===== config.mk =====
export PLATFORM = sky130hd
export DESIGN_NAME = ordered_list_append_delete
export DESIGN_NICKNAME = d
export VERILOG_FILES = /design/src/hw/rtl/olad_pkg.sv /design/src/hw/rtl/olad_cell.sv /design/src/hw/rtl/ordered_list_append_delete.sv
export VERILOG_INCLUDE_DIRS = /design/src /design/src/hw/rtl
export SDC_FILE = /design/constraint.sdc
export NUM_CORES = 1
export LEC_CHECK = 0
export BUFFER_PORTS_ARGS = -buffer_cell sky130_fd_sc_hd__buf_4
export CAP_MARGIN = 5
export CELL_PAD_IN_SITES_DETAIL_PLACEMENT = 2
export CELL_PAD_IN_SITES_GLOBAL_PLACEMENT = 2
export CORE_MARGIN = 5
export CORE_UTILIZATION = 42
export DETAILED_ROUTE_END_ITERATION = 12
export PLACE_DENSITY = 0.87
export SETUP_SLACK_MARGIN = 0.15
export SLEW_MARGIN = 20
export SYNTH_ARGS = -nofsm -noshare
export SYNTH_HDL_FRONTEND = slang
export SYNTH_SLANG_ARGS = --single-unit
export TNS_END_PERCENT = 20

===== constraint.sdc =====
create_clock -name clk -period 6.4 [get_ports clk]
set_clock_uncertainty 0.15 [all_clocks]
set_input_delay 0.64 -clock clk [delete_from_list [all_inputs] [get_ports clk]]
set_output_delay 0.64 -clock clk [all_outputs]
set_load 0.03 [all_outputs]

===== src/hw/rtl/ordered_list_append_delete_assert.svh =====
// ----------------------------------------------------------------------------
// Assertion macros for the ordered list block.
// Each macro checks a clocked implication with reset disabling the check.
// ----------------------------------------------------------------------------
`ifndef ORDERED_LIST_APPEND_DELETE_ASSERT_SVH
`define ORDERED_LIST_APPEND_DELETE_ASSERT_SVH

`ifndef ASSERT_OFF

`define OLAD_ASSERT_SAME(label, clk, rst_n, ante, cons) \
    label: assert property (@(posedge clk) disable iff (!rst_n) (ante) |-> (cons)) \
        else $error("assertion failed");

`define OLAD_ASSERT_NEXT(label, clk, rst_n, ante, cons) \
    label: assert property (@(posedge clk) disable iff (!rst_n) (ante) |=> (cons)) \
        else $error("assertion failed");

`else

`define OLAD_ASSERT_SAME(label, clk, rst_n, ante, cons)

`define OLAD_ASSERT_NEXT(label, clk, rst_n, ante, cons)

`endif

`endif


===== src/hw/rtl/olad_pkg.sv =====
// ----------------------------------------------------------------------------
// olad_pkg
// Shared constants and types for the ordered list cell chain.
// ----------------------------------------------------------------------------
`timescale 1ns / 1ps
`default_nettype none

package olad_pkg;

    localparam int DEPTH   = 16;
    localparam int DATA_W  = 32;
    localparam int COUNT_W = $clog2(DEPTH + 1);
    localparam int ENTRY_COUNT_W = 5;

    localparam logic [1:0] CMD_APPEND = 2'd0;
    localparam logic [1:0] CMD_DELETE = 2'd1;
    localparam logic [1:0] CMD_POP    = 2'd2;

    localparam logic [1:0] ST_DONE      = 2'd0;
    localparam logic [1:0] ST_NOT_FOUND = 2'd1;
    localparam logic [1:0] ST_EMPTY     = 2'd2;
    localparam logic [1:0] ST_FULL      = 2'd3;

    typedef struct packed {
        logic              append_en;
        logic              shift_all;
        logic              delete_en;
        logic [DATA_W-1:0] key;
    } cell_ctl_t;

endpackage

`default_nettype wire


===== src/hw/rtl/olad_cell.sv =====
// ----------------------------------------------------------------------------
// olad_cell
// One list slot: compares its word with the key, passes the hit flag on,
// and loads either the word of its neighbor or an appended value.
// ----------------------------------------------------------------------------
`timescale 1ns / 1ps
`default_nettype none

module olad_cell (
    input  wire logic                       clk,
    input  wire olad_pkg::cell_ctl_t        ctl,
    input  wire logic                       occupied,
    input  wire logic                       is_tail,
    input  wire logic [olad_pkg::DATA_W-1:0] next_data,
    input  wire logic                       hit_in,
    output logic                            hit_out,
    output logic [olad_pkg::DATA_W-1:0]     data_out
);
    import olad_pkg::*;

    logic [DATA_W-1:0] data_reg;
    logic [DATA_W-1:0] data_next;
    logic              match;

    assign match    = occupied & (data_reg == ctl.key);
    assign hit_out  = hit_in | match;
    assign data_out = data_reg;

    always_comb
    begin
        data_next = data_reg;
        if (ctl.shift_all | (ctl.delete_en & (hit_in | match)))
        begin
            data_next = next_data;
        end
        else if (ctl.append_en & is_tail)
        begin
            data_next = ctl.key;
        end
    end

    always_ff @(posedge clk)
    begin
        data_reg <= data_next;
    end

endmodule

`default_nettype wire


===== src/hw/rtl/ordered_list_append_delete.sv =====
// A response is valid in the cycle after its request is accepted.
// One request per cycle; a held response blocks cmd_ready until it is taken.
// Delete finds the first match through a hit flag rippled along the cell chain.
// Reset clears count_reg and the response valid flag; entry_count is not reset.
// The slot words are not reset; a slot is read only below the entry count.
// ----------------------------------------------------------------------------
// ordered_list_append_delete
// Bounded ordered list with append at tail, delete by key and pop from head.
// ----------------------------------------------------------------------------
`timescale 1ns / 1ps
`default_nettype none

`include "ordered_list_append_delete_assert.svh"

module ordered_list_append_delete (
    input  wire logic                               clk,
    input  wire logic                               rst_n,
    input  wire logic                               cmd_valid,
    output logic                                    cmd_ready,
    input  wire logic [1:0]                         command,
    input  wire logic signed [olad_pkg::DATA_W-1:0] value,
    output logic                                    res_valid,
    input  wire logic                               res_ready,
    output logic [1:0]                              status,
    output logic [olad_pkg::ENTRY_COUNT_W-1:0]      entry_count
);
    import olad_pkg::*;

    logic [COUNT_W-1:0]       count_reg;
    logic [COUNT_W-1:0]       count_next;
    logic                     res_valid_reg;
    logic [1:0]               status_reg;
    logic [1:0]               status_next;
    logic [ENTRY_COUNT_W-1:0] entry_count_reg;
    logic                     accept;
    logic                     full;
    logic                     empty;
    logic                     found;
    cell_ctl_t                ctl;
    logic [DEPTH:0]           hit;
    logic [DATA_W-1:0]        cell_data [DEPTH];

    assign cmd_ready   = ~res_valid_reg | res_ready;
    assign accept      = cmd_valid & cmd_ready;
    assign full        = (count_reg == COUNT_W'(DEPTH));
    assign empty       = (count_reg == '0);
    assign found       = hit[DEPTH];
    assign res_valid   = res_valid_reg;
    assign status      = status_reg;
    assign entry_count = entry_count_reg;

    assign ctl.append_en = accept & (command == CMD_APPEND) & ~full;
    assign ctl.shift_all = accept & (command == CMD_POP) & ~empty;
    assign ctl.delete_en = accept & (command == CMD_DELETE);
    assign ctl.key       = DATA_W'(unsigned'(value));

    assign hit[0] = 1'b0;

    for (genvar i = 0; i < DEPTH; i++)
    begin : g_cell
        logic [DATA_W-1:0] next_data;

        if (i == DEPTH - 1)
        begin : g_last
            assign next_data = cell_data[i];
        end
        else
        begin : g_mid
            assign next_data = cell_data[i + 1];
        end

        olad_cell u_cell (
            .clk       (clk),
            .ctl       (ctl),
            .occupied  (COUNT_W'(i) < count_reg),
            .is_tail   (COUNT_W'(i) == count_reg),
            .next_data (next_data),
            .hit_in    (hit[i]),
            .hit_out   (hit[i + 1]),
            .data_out  (cell_data[i])
        );
    end

    always_comb
    begin
        count_next  = count_reg;
        status_next = ST_DONE;
        case (command)
            CMD_APPEND:
            begin
                if (full)
                begin
                    status_next = ST_FULL;
                end
                else
                begin
                    count_next = count_reg + COUNT_W'(1);
                end
            end
            CMD_DELETE:
            begin
                if (found)
                begin
                    count_next = count_reg - COUNT_W'(1);
                end
                else
                begin
                    status_next = ST_NOT_FOUND;
                end
            end
            CMD_POP:
            begin
                if (empty)
                begin
                    status_next = ST_EMPTY;
                end
                else
                begin
                    count_next = count_reg - COUNT_W'(1);
                end
            end
            default:
            begin
                count_next  = count_reg;
                status_next = ST_DONE;
            end
        endcase
    end

    always_ff @(posedge clk or negedge rst_n)
    begin
        if (!rst_n)
        begin
            count_reg     <= '0;
            res_valid_reg <= 1'b0;
        end
        else
        begin
            if (accept)
            begin
                count_reg     <= count_next;
                res_valid_reg <= 1'b1;
            end
            else if (res_ready)
            begin
                res_valid_reg <= 1'b0;
            end
        end
    end

    always_ff @(posedge clk)
    begin
        if (accept)
        begin
            status_reg      <= status_next;
            entry_count_reg <= ENTRY_COUNT_W'(count_next);
        end
    end

    `OLAD_ASSERT_SAME(a_count_range, clk, rst_n, 1'b1, count_reg <= COUNT_W'(DEPTH))
    `OLAD_ASSERT_NEXT(a_accept_gives_response, clk, rst_n, accept, res_valid_reg)
    `OLAD_ASSERT_NEXT(a_full_drop, clk, rst_n, accept && command == CMD_APPEND && full, status_reg == ST_FULL && count_reg == $past(count_reg))
    `OLAD_ASSERT_NEXT(a_pop_empty, clk, rst_n, accept && command == CMD_POP && empty, status_reg == ST_EMPTY && count_reg == '0)

endmodule

`default_nettype wire

# After elaboration in Yosys (flattened, before gate mapping)
# Index checks and enable logic that the tools add are counted.
# op_classes
add_sub_neg	2
order_cmp	16
eq_ne	34
mux	40
n_bitwise	90
n_reduce_logical	19
# ops
operator	n
$mux W32	30
$eq A32 B32 Y1	16
$and A1 B1 Y1	54
$eq A4 B5 Y1 const A	8
$lt A4 B5 Y1 const A	8
$or A1 B1 Y1	32
$reduce_bool A2 Y1	16
$eq A3 B5 Y1 const A	4
$lt A3 B5 Y1 const A	4
$mux W5	3
$pmux W5 S3	1
$eq A2 B5 Y1 const A	2
$lt A1 B5 Y1 const A	2
$lt A2 B5 Y1 const A	2
$pmux W2 S3	1
$add A5 B1 Y5 const B	1
$eq A1 B5 Y1 const A	1
$eq A5 B5 Y1 const B	1
$logic_not A5 Y1	1
$sub A5 B1 Y5 const B	1
$mux W2	2
$not A1 Y1	4
$mux W1	3
$eq A2 B1 Y1 const B	1
other kinds (3)	3
# word_totals
reg_bits	525
output_inout_bits	9
word_cells	221

# Longest topological paths before layout
# Gate-level depths: netlist of the first run.
# depth
ltp_word	21
depth_mapped	13
ltp_nobuf	10

# Hierarchy
# Synthesis of the first run repeated with hierarchy kept, for this count alone.
# unflattened
hier_cells	4125
area_unflattened_um2	40497.6
# modules_own_cells
mod	n_inst	cells_each	area_each_um2
olad_cell	16	249	2458.6
ordered_list_append_delete	1	141	1159.9

# Worst setup path after synthesis of the first run
# No wires, ideal clock.
# synth_path
path_type	register -> register
start	reg count_reg[1]
end	reg g_cell[11].u_cell.data_reg[0] (enable)
setup_ps	533
arrival_time_ps	5691
slack_ps	26
path_stages_with_launch	9
path_buffers	1
synth_period_minus_slack_ps	6374
path_cell_list	dfrtp_1 clkbuf_1 inv_1 ha_1 nand3_1 nand2_1 nor3_1 nand3_1 o311ai_0
# synth_between
elab_chain_len	16
word_cells_on_any_way	46
classes_between	12 x order compare; 2 x eq/ne; 30 x bitwise; 2 x reduce/logical
# synth_rtl
element	line	text
start, declared	ordered_list_append_delete.sv:29	logic [COUNT_W-1:0] count_reg;
start signal, assigned	ordered_list_append_delete.sv:141	count_reg <= count_next;
$lt A1 B5 Y1	ordered_list_append_delete.sv:75	.occupied (COUNT_W'(i) < count_reg),
$and A1 B1 Y1	olad_cell.sv:25	assign match = occupied & (data_reg == ctl.key);
$or A1 B1 Y1 (10 in series)	olad_cell.sv:26	assign hit_out = hit_in | match;
$or A1 B1 Y1	olad_cell.sv:32	if (ctl.shift_all | (ctl.delete_en & (hit_in | match)))
$and A1 B1 Y1	olad_cell.sv:32	
$or A1 B1 Y1	olad_cell.sv:32	
$reduce_bool A2 Y1 (no line) *	-	
end signal, assigned	olad_cell.sv:44	data_reg <= data_next;
end, declared	olad_cell.sv:21	logic [DATA_W-1:0] data_reg;
# Every way passes the cells marked *; elsewhere a longest branch is shown, timed or not.
# A chain may end at the register's enable or synchronous reset.

# Worst setup path in the final report of the first run
# layout_path
start	reg count_reg[4]
end	reg g_cell[6].u_cell.data_reg[18] (enable)
# layout_between
elab_chain_len	11
word_cells_on_any_way	31
classes_between	7 x order compare; 2 x eq/ne; 20 x bitwise; 2 x reduce/logical
# layout_rtl
element	line
$lt A1 B5 Y1	ordered_list_append_delete.sv:75
$and A1 B1 Y1	olad_cell.sv:25
$or A1 B1 Y1 (5 in series)	olad_cell.sv:26
$or A1 B1 Y1	olad_cell.sv:32
$and A1 B1 Y1	olad_cell.sv:32
$or A1 B1 Y1	olad_cell.sv:32
$reduce_bool A2 Y1 (no line) *	-
end signal, assigned	olad_cell.sv:44
end, declared	olad_cell.sv:21
# Marked as above.

==> results of run 1 <==
-- cell families after synthesis --
| family | synth area share (%) |
|---|---|
| xor gates and xnor gates | 14.47 |
| buffers and inverters | 4.075 |
| adders and majority gates | 0.2003 |
| AOI/OAI and AO/OA | 2.436 |
| DFF | 50.39 |
| muxes | 19.39 |
| and+or+nand+nor | 9.043 |
-- layout by cell type (no fill, tap or decap), types with 7 or more instances in the layout --
cell       netlist  routed
a21oi_1         16      14
clkbuf_1        44      14
mux2_1          17      17
or4_1            9       9
clkbuf_16        0      62
nand4_1         77      77
and3_1           7       7
edfxtp_1       519     519
xor2_1         369     369
inv_1            8       8
clkinv_2         0      12
nor2_1          59      59
nor3_1          28      27
mux2_2         286     286
nand4b_1        10      10
nor2b_1          9       9
clkinv_1         2      15
nand3_1         35      35
mux2_4         176     176
nand2_1         56      56
buf_4           14      89
o21ai_0         13      11
xnor2_1        147     147
nor4_1         145     145
-- layer usage --
layer | global-route usage (%) | share of wire, % | vias up
met3 | 3.863 | 5.4 | 262
met5 | 0 | 0 | -
li1 | - | - | 8509
met1 | 33.69 | 40 | 10689
met4 | 9.369 | 3.8 | 0
met2 | 47.56 | 50 | 801
-- worst max-delay path, stage by stage, from the launching register on --
cell,delay [ps]
dfrtp_1,680
nor3_4,730
o21ai_2,220
nand4b_1,180
nor3_2,90
a2111oi_4,650
and2_1,530
nand2b_2,130
a21oi_4,920
nand2_1,200
buf_4,350
-- power groups by stage --
stage                     Sequential (mW)  Clock [mW]  Combinational, mW
after floorplan                      4.15           0               1.11
after global placement               4.22           0               1.48
after detailed placement             4.23           0               1.58
after CTS                            4.17        3.60               1.61
after global routing                 4.18        3.77               1.70
final                                4.17        3.57               1.64
-- cell type report --
class                           instances  area, sq um  area share (%)
Sequential cell                       525        15740           46.33
Multi-Input combinational cell       1576        14290           42.07
Clock inverter                         34        321.6          0.9468
Clock buffer                           80         1659           4.885
Inverter                               10        37.54          0.1105
Tap cell                              969         1212           3.570
Timing Repair Buffer                   91        705.7           2.078
Antenna cell                            1        2.502        0.007368
-- final timing paths --
kind,from,endpoint,slack [ps],depth (start not counted)
max reg2reg,count_reg[4]$_DFFE_PN0P_,g_cell[6].u_cell.data_out[18]$_DFFE_PP_,1210,10
min reg2reg,res_valid$_DFFE_PN0P_,res_valid$_DFFE_PN0P_,440,2
max,count_reg[4]$_DFFE_PN0P_,g_cell[6].u_cell.data_out[18]$_DFFE_PP_,1210,10
min,cmd_valid,res_valid$_DFFE_PN0P_,50,2
min in group asynchronous,rst_n,count_reg[3]$_DFFE_PN0P_,210,2
max in group asynchronous,rst_n,count_reg[0]$_DFFE_PN0P_,5750,2
-- metrics by stage --
step           instances  util, %  power [mW]  setup slack [ps]  hold slack, ps
2_1_floorplan       2297        -       5.260              1371           194.4
3_3_place_gp        3169    43.12       5.706              1159           313.7
3_5_place_dp        3169    43.12       5.811              1277           318.2
4_1_cts             3284    45.81       9.377              1310           18.47
5_1_grt             3285    45.85       9.644              1103           38.70
6_report            3286    45.85       9.374              1211           51.81
==> impl_metrics.csv, run 1 <==
group,metric,value,unit
status,status,"complete, no violations",
logic_synthesis,syn_inst,2297,
setup_path,end_kind,"flop",
power_and_ir_drop,net-switching-power,2.734,mW
floorplanning,core_area,74070,sq um
logic_synthesis,yosysTopAreaCell,"edfxtp_1",
sta,fin_crit,5189,ps
logic_synthesis,avgSynthCellArea,13.60,sq um
setup_path,start_kind,"flop",
power_and_ir_drop,switching_share,29.16,%
route,wl,109.8,mm
clocking,cts_num_sinks,525,
clocking,cts_max_level,2,
sta,finalCritPeriodShare,81.08,%
logic_synthesis,yosys-top-cells-area,"edfxtp_1 50%, xor2_1 10%, mux2_2 10%",
final_layout,largest_register_ffs,512,
placed_design,io_buffers,46,
sta,report.final.slew_viol_count,0,
route,dr_total_vias,20261,
logic_synthesis,ys_ff_latch,525,
setup_path,required,6580,ps
route,drtIter0Drc,1832,
logic_synthesis,synth-main-ff-cell,"edfxtp_1",
clocking,cts_buffers,61,
grt,grt_max_degree,35,
clocking,postCtsSetupBuffers,0,
power_and_ir_drop,cell_internal_pwr,6.641,mW
power_and_ir_drop,power_density,276.0,nW/um^2
clocking,clk_latency,650,ps
placed_design,dpl-instance-area,31940,sq um
setup_path,crit_fanout,33,
route,vias_per_cell,6.166,
logic_synthesis,synth_cell_types,89,
logic_synthesis,seq_area_frac_synth,50.39,%
final_layout,drive_gt1_share,29.66,%
sta,max_freq,192.7,MHz
clocking,tritoncts,"done",
clocking,cts_root_buffer,"clkbuf_16",
floorplanning,placementRows,100,
sta,rsz0062_at_grt,"no",
grt,grt_usage,26.84,%
sta,tns,0,ps
sta,finalHoldViolations,0,
setup_path,path_class,"reg -> reg",
logic_synthesis,netlist_top_cells_count,"519 x edfxtp_1, 369 x xor2_1, 286 x mux2_2",
final_layout,final_net_count,2308,
final_layout,syn_to_final_growth,8.754,%
setup_path,crit_arrival,5360,ps
route,first_pass_iters,5,
final_layout,fillCellCount,7114,
sta,worst_pin_slew,1163,ps
floorplanning,die_h,282.7,um
clocking,ctsLongestPathBuffers,3,
power_and_ir_drop,comb_power_share,17.5,%
power_and_ir_drop,clkPwrFrac,38.0,%
sta,slew_headroom,22.28,%
power_and_ir_drop,ir_worst_vdd,0.2728,mV
logic_synthesis,synth_top_area_share,49.91,%
grt,grt_pass1_wl,158.6,mm
placed_design,gp_congestion,0.9888,
floorplanning,dieArea,79910,sq um
route,drc,0,
logic_synthesis,syn_area,31230,sq um
clocking,ctsHoldBuffers,1,
route,detail_route.wl_per_cell,33.40,um
power_and_ir_drop,leakagePower,11.72,nW
logic_synthesis,async_reset_ff_share,1.143,%
power_and_ir_drop,sequentialPowerShare,44.5,%
floorplanning,die_w,282.7,um
final_layout,fin_area,33960,sq um
grt,antenna_found_initial,2,
grt,grt_pass1_vias,22289,
clocking,ctsResizeCount,0,
floorplanning,io_pins,47,
logic_synthesis,yosysMostFrequentCell,"edfxtp_1",
job,maxCapViolCount,0,
placed_design,dp_hpwl,74.57,mm
logic_synthesis,syn_nets,2340,
hold_path,min_path_type,"in -> reg",
clocking,path_clk_slew,60,ps
logic_synthesis,synth_edf_count,519,
logic_synthesis,yosysWarnings,0,
floorplanning,start_util,42.16,%
route,final_antenna_net_count,0,
sta,setup_viol,0,
grt,overflow,0,
Note: power is estimated with default switching activity, not from simulation.
==> run 2: changes to the inputs <==
--- a/config.mk
+++ b/config.mk
@@ -11,9 +11,9 @@
 export CELL_PAD_IN_SITES_DETAIL_PLACEMENT = 2
 export CELL_PAD_IN_SITES_GLOBAL_PLACEMENT = 2
 export CORE_MARGIN = 5
-export CORE_UTILIZATION = 42
+export CORE_UTILIZATION = 47
 export DETAILED_ROUTE_END_ITERATION = 12
-export PLACE_DENSITY = 0.87
+export PLACE_DENSITY = 0.91
 export SETUP_SLACK_MARGIN = 0.15
 export SLEW_MARGIN = 20
 export SYNTH_ARGS = -nofsm -noshare
==> constraint.sdc (replaced) <==
create_clock -name clk -period 5.4 [get_ports clk]
set_clock_uncertainty 0.15 [all_clocks]
set_input_delay 0.54 -clock clk [delete_from_list [all_inputs] [get_ports clk]]
set_output_delay 0.54 -clock clk [all_outputs]
set_load 0.03 [all_outputs]
==> impl_metrics.csv, run 2 (synthesis gave the netlist of run 1 again) <==
group,metric,value,unit
route,first_pass_iters,5,
route,final_antenna_net_count,0,
setup_path,crit_arrival,5070,ps
grt,grt_max_degree,34,
placed_design,dp_hpwl,80.13,mm
placed_design,io_buffers,46,
power_and_ir_drop,comb_power_share,18.4,%
clocking,cts_num_sinks,525,
floorplanning,core_area,65860,sq um
setup_path,end_kind,"flop",
clocking,path_clk_slew,70,ps
power_and_ir_drop,switching_share,30.61,%
power_and_ir_drop,cell_internal_pwr,7.729,mW
final_layout,layout_common_cells,"519 x edfxtp_1, 369 x xor2_1, 286 x mux2_2, 176 x mux2_4, 147 x xnor2_1",
clocking,cts_buffers,60,
power_and_ir_drop,sequentialPowerShare,44.3,%
floorplanning,die_w,267.8,um
clocking,ctsHoldBuffers,2,
setup_path,path_class,"reg -> reg",
route,wl,120.4,mm
grt,antenna_found_initial,4,
sta,tns,0,ps
sta,whs,96.34,ps
sta,rsz0062_at_grt,"no",
clocking,clk_latency,670,ps
grt,grt_pass1_wl,172.5,mm
clocking,ctsResizeCount,0,
sta,worst_pin_slew,1191,ps
placed_design,dpl-instance-area,31960,sq um
sta,slew_headroom,20.14,%
sta,finalHoldViolations,0,
power_and_ir_drop,net-switching-power,3.409,mW
clocking,tritoncts,"done",
power_and_ir_drop,clkPwrFrac,37.2,%
floorplanning,dieArea,71700,sq um
grt,overflow,0,
clocking,cts_max_level,2,
setup_path,slowest_delay,750,ps
setup_path,required,5610,ps
grt,grt_pass1_vias,23432,
placed_design,gp_congestion,0.9610,
placed_design,dp.cells,3081,
power_and_ir_drop,ir_worst_vdd,0.2897,mV
floorplanning,die_h,267.8,um
sta,fin_crit,4865,ps
power_and_ir_drop,power_density,328.7,nW/um^2
final_layout,largest_register_ffs,512,
sta,report.final.slew_viol_count,0,
setup_path,crit_fanout,33,
sta,max_freq,205.5,MHz
setup_path,cp_cell_sequence,"nor3_1 > nand2_1 > nand4_1 > nor3_1 > a2111oi_0 > nand4_2 > a21oi_4 > buf_4 > o21ai_2 > buf_4",
floorplanning,io_pins,47,
grt,grt_usage,32.72,%
final_layout,final_net_count,2324,
final_layout,layout_commonest_cell,"edfxtp_1",
clocking,cts_root_buffer,"clkbuf_16",
sta,finalCritPeriodShare,90.09,%
final_layout,fin_cells,3197,
route,dr_total_vias,21285,
final_layout,syn_to_final_growth,8.510,%
route,drc,0,
job,maxCapViolCount,0,
power_and_ir_drop,leakagePower,11.77,nW
floorplanning,placementRows,94,
clocking,ctsLongestPathBuffers,3,
hold_path,min_path_type,"in -> async",
setup_path,start_kind,"flop",
status,status,"complete, no violations",
route,drtIter0Drc,2255,
final_layout,fin_area,33890,sq um
setup_path,crit_slowest_cell,"a2111oi_0",
final_layout,drive_gt1_share,30.10,%
clocking,postCtsSetupBuffers,0,
route,vias_per_cell,6.658,
floorplanning,start_util,47.41,%
sta,setup_viol,0,
route,detail_route.wl_per_cell,37.67,um
==> run 2: changes by cell type in the layout (fill, tap and decap cells not counted), sizes merged <==
cell | previous run | this run
clkinv | 28 | 32
bufinv | 6 | 4
clkbuf | 80 | 77
clkinvlp | 1 | 0
buf | 90 | 106
inv | 9 | 10
dlygate4sd3 | 1 | 2
==> run 2: layer usage <==
| metal | routed length [um] | part of all wire (%) | vias up | global-route usage, % |
|---|---|---|---|---|
| met4 | 7056 | 5.9 | 2 | 16.40 |
| li1 | - | - | 8551 | - |
| met3 | 8318 | 6.9 | 405 | 5.503 |
| met5 | 7 | 0.0058 | - | 0 |
| met2 | 59700 | 50 | 1192 | 56.87 |
| met1 | 45350 | 38 | 11135 | 39.49 |
==> run 2: path summary, 6_finish.rpt <==
check	startpoint	to	slack (ps)	cells past startpoint
min in group clk	res_ready	res_valid$_DFFE_PN0P_	100	3
min reg2reg	g_cell[11].u_cell.data_out[23]$_DFFE_PP_	g_cell[10].u_cell.data_out[23]$_DFFE_PP_	460	1
max in group asynchronous	rst_n	count_reg[2]$_DFFE_PN0P_	4840	2
max	count_reg[1]$_DFFE_PN0P_	g_cell[12].u_cell.data_out[22]$_DFFE_PP_	530	10
max reg2reg	count_reg[1]$_DFFE_PN0P_	g_cell[12].u_cell.data_out[22]$_DFFE_PP_	530	10
min	rst_n	count_reg[1]$_DFFE_PN0P_	100	2
==> run 2: power groups by stage <==
stage | clock network, mW | registers, mW | logic, mW
2_1_floorplan | 0 | 4.92 | 1.31
3_3_place_gp | 0 | 4.99 | 1.79
3_5_place_dp | 0 | 5.01 | 1.93
4_1_cts | 4.16 | 4.93 | 2.00
5_1_grt | 4.34 | 4.94 | 2.10
6_report | 4.15 | 4.94 | 2.05
==> run 2: layout make-up <==
cell class / instances / area (sq um)
diodes: 1 / 2.502
inverters: 10 / 37.54
flip-flops and latches: 525 / 15740
fillers: 6115 / 31980
multi-input cells: 1576 / 14290
repair buffers: 108 / 840.8
well taps: 864 / 1081
clock buffers: 77 / 1605
clock inverters: 36 / 296.5
==> run 2: critical path: cells and delay by family, from the launching register on <==
kind / cells / cell delay, ps
AND/OR/NAND/NOR: 5 / 1700
AO/OA/AOI/OAI: 3 / 1140
buffers and inverters: 2 / 870
flip-flops: 1 / 640
==> run 2: per-stage QoR <==
step                      utilization [%]  worst slack [ps]  power, mW
after floorplan                         -             370.6      6.235
after global placement              48.53             876.3      6.781
after detailed placement            48.53             654.3      6.944
after CTS                           51.45             717.0      11.09
after global routing                51.45             488.6      11.38
final                               51.45             534.9      11.14
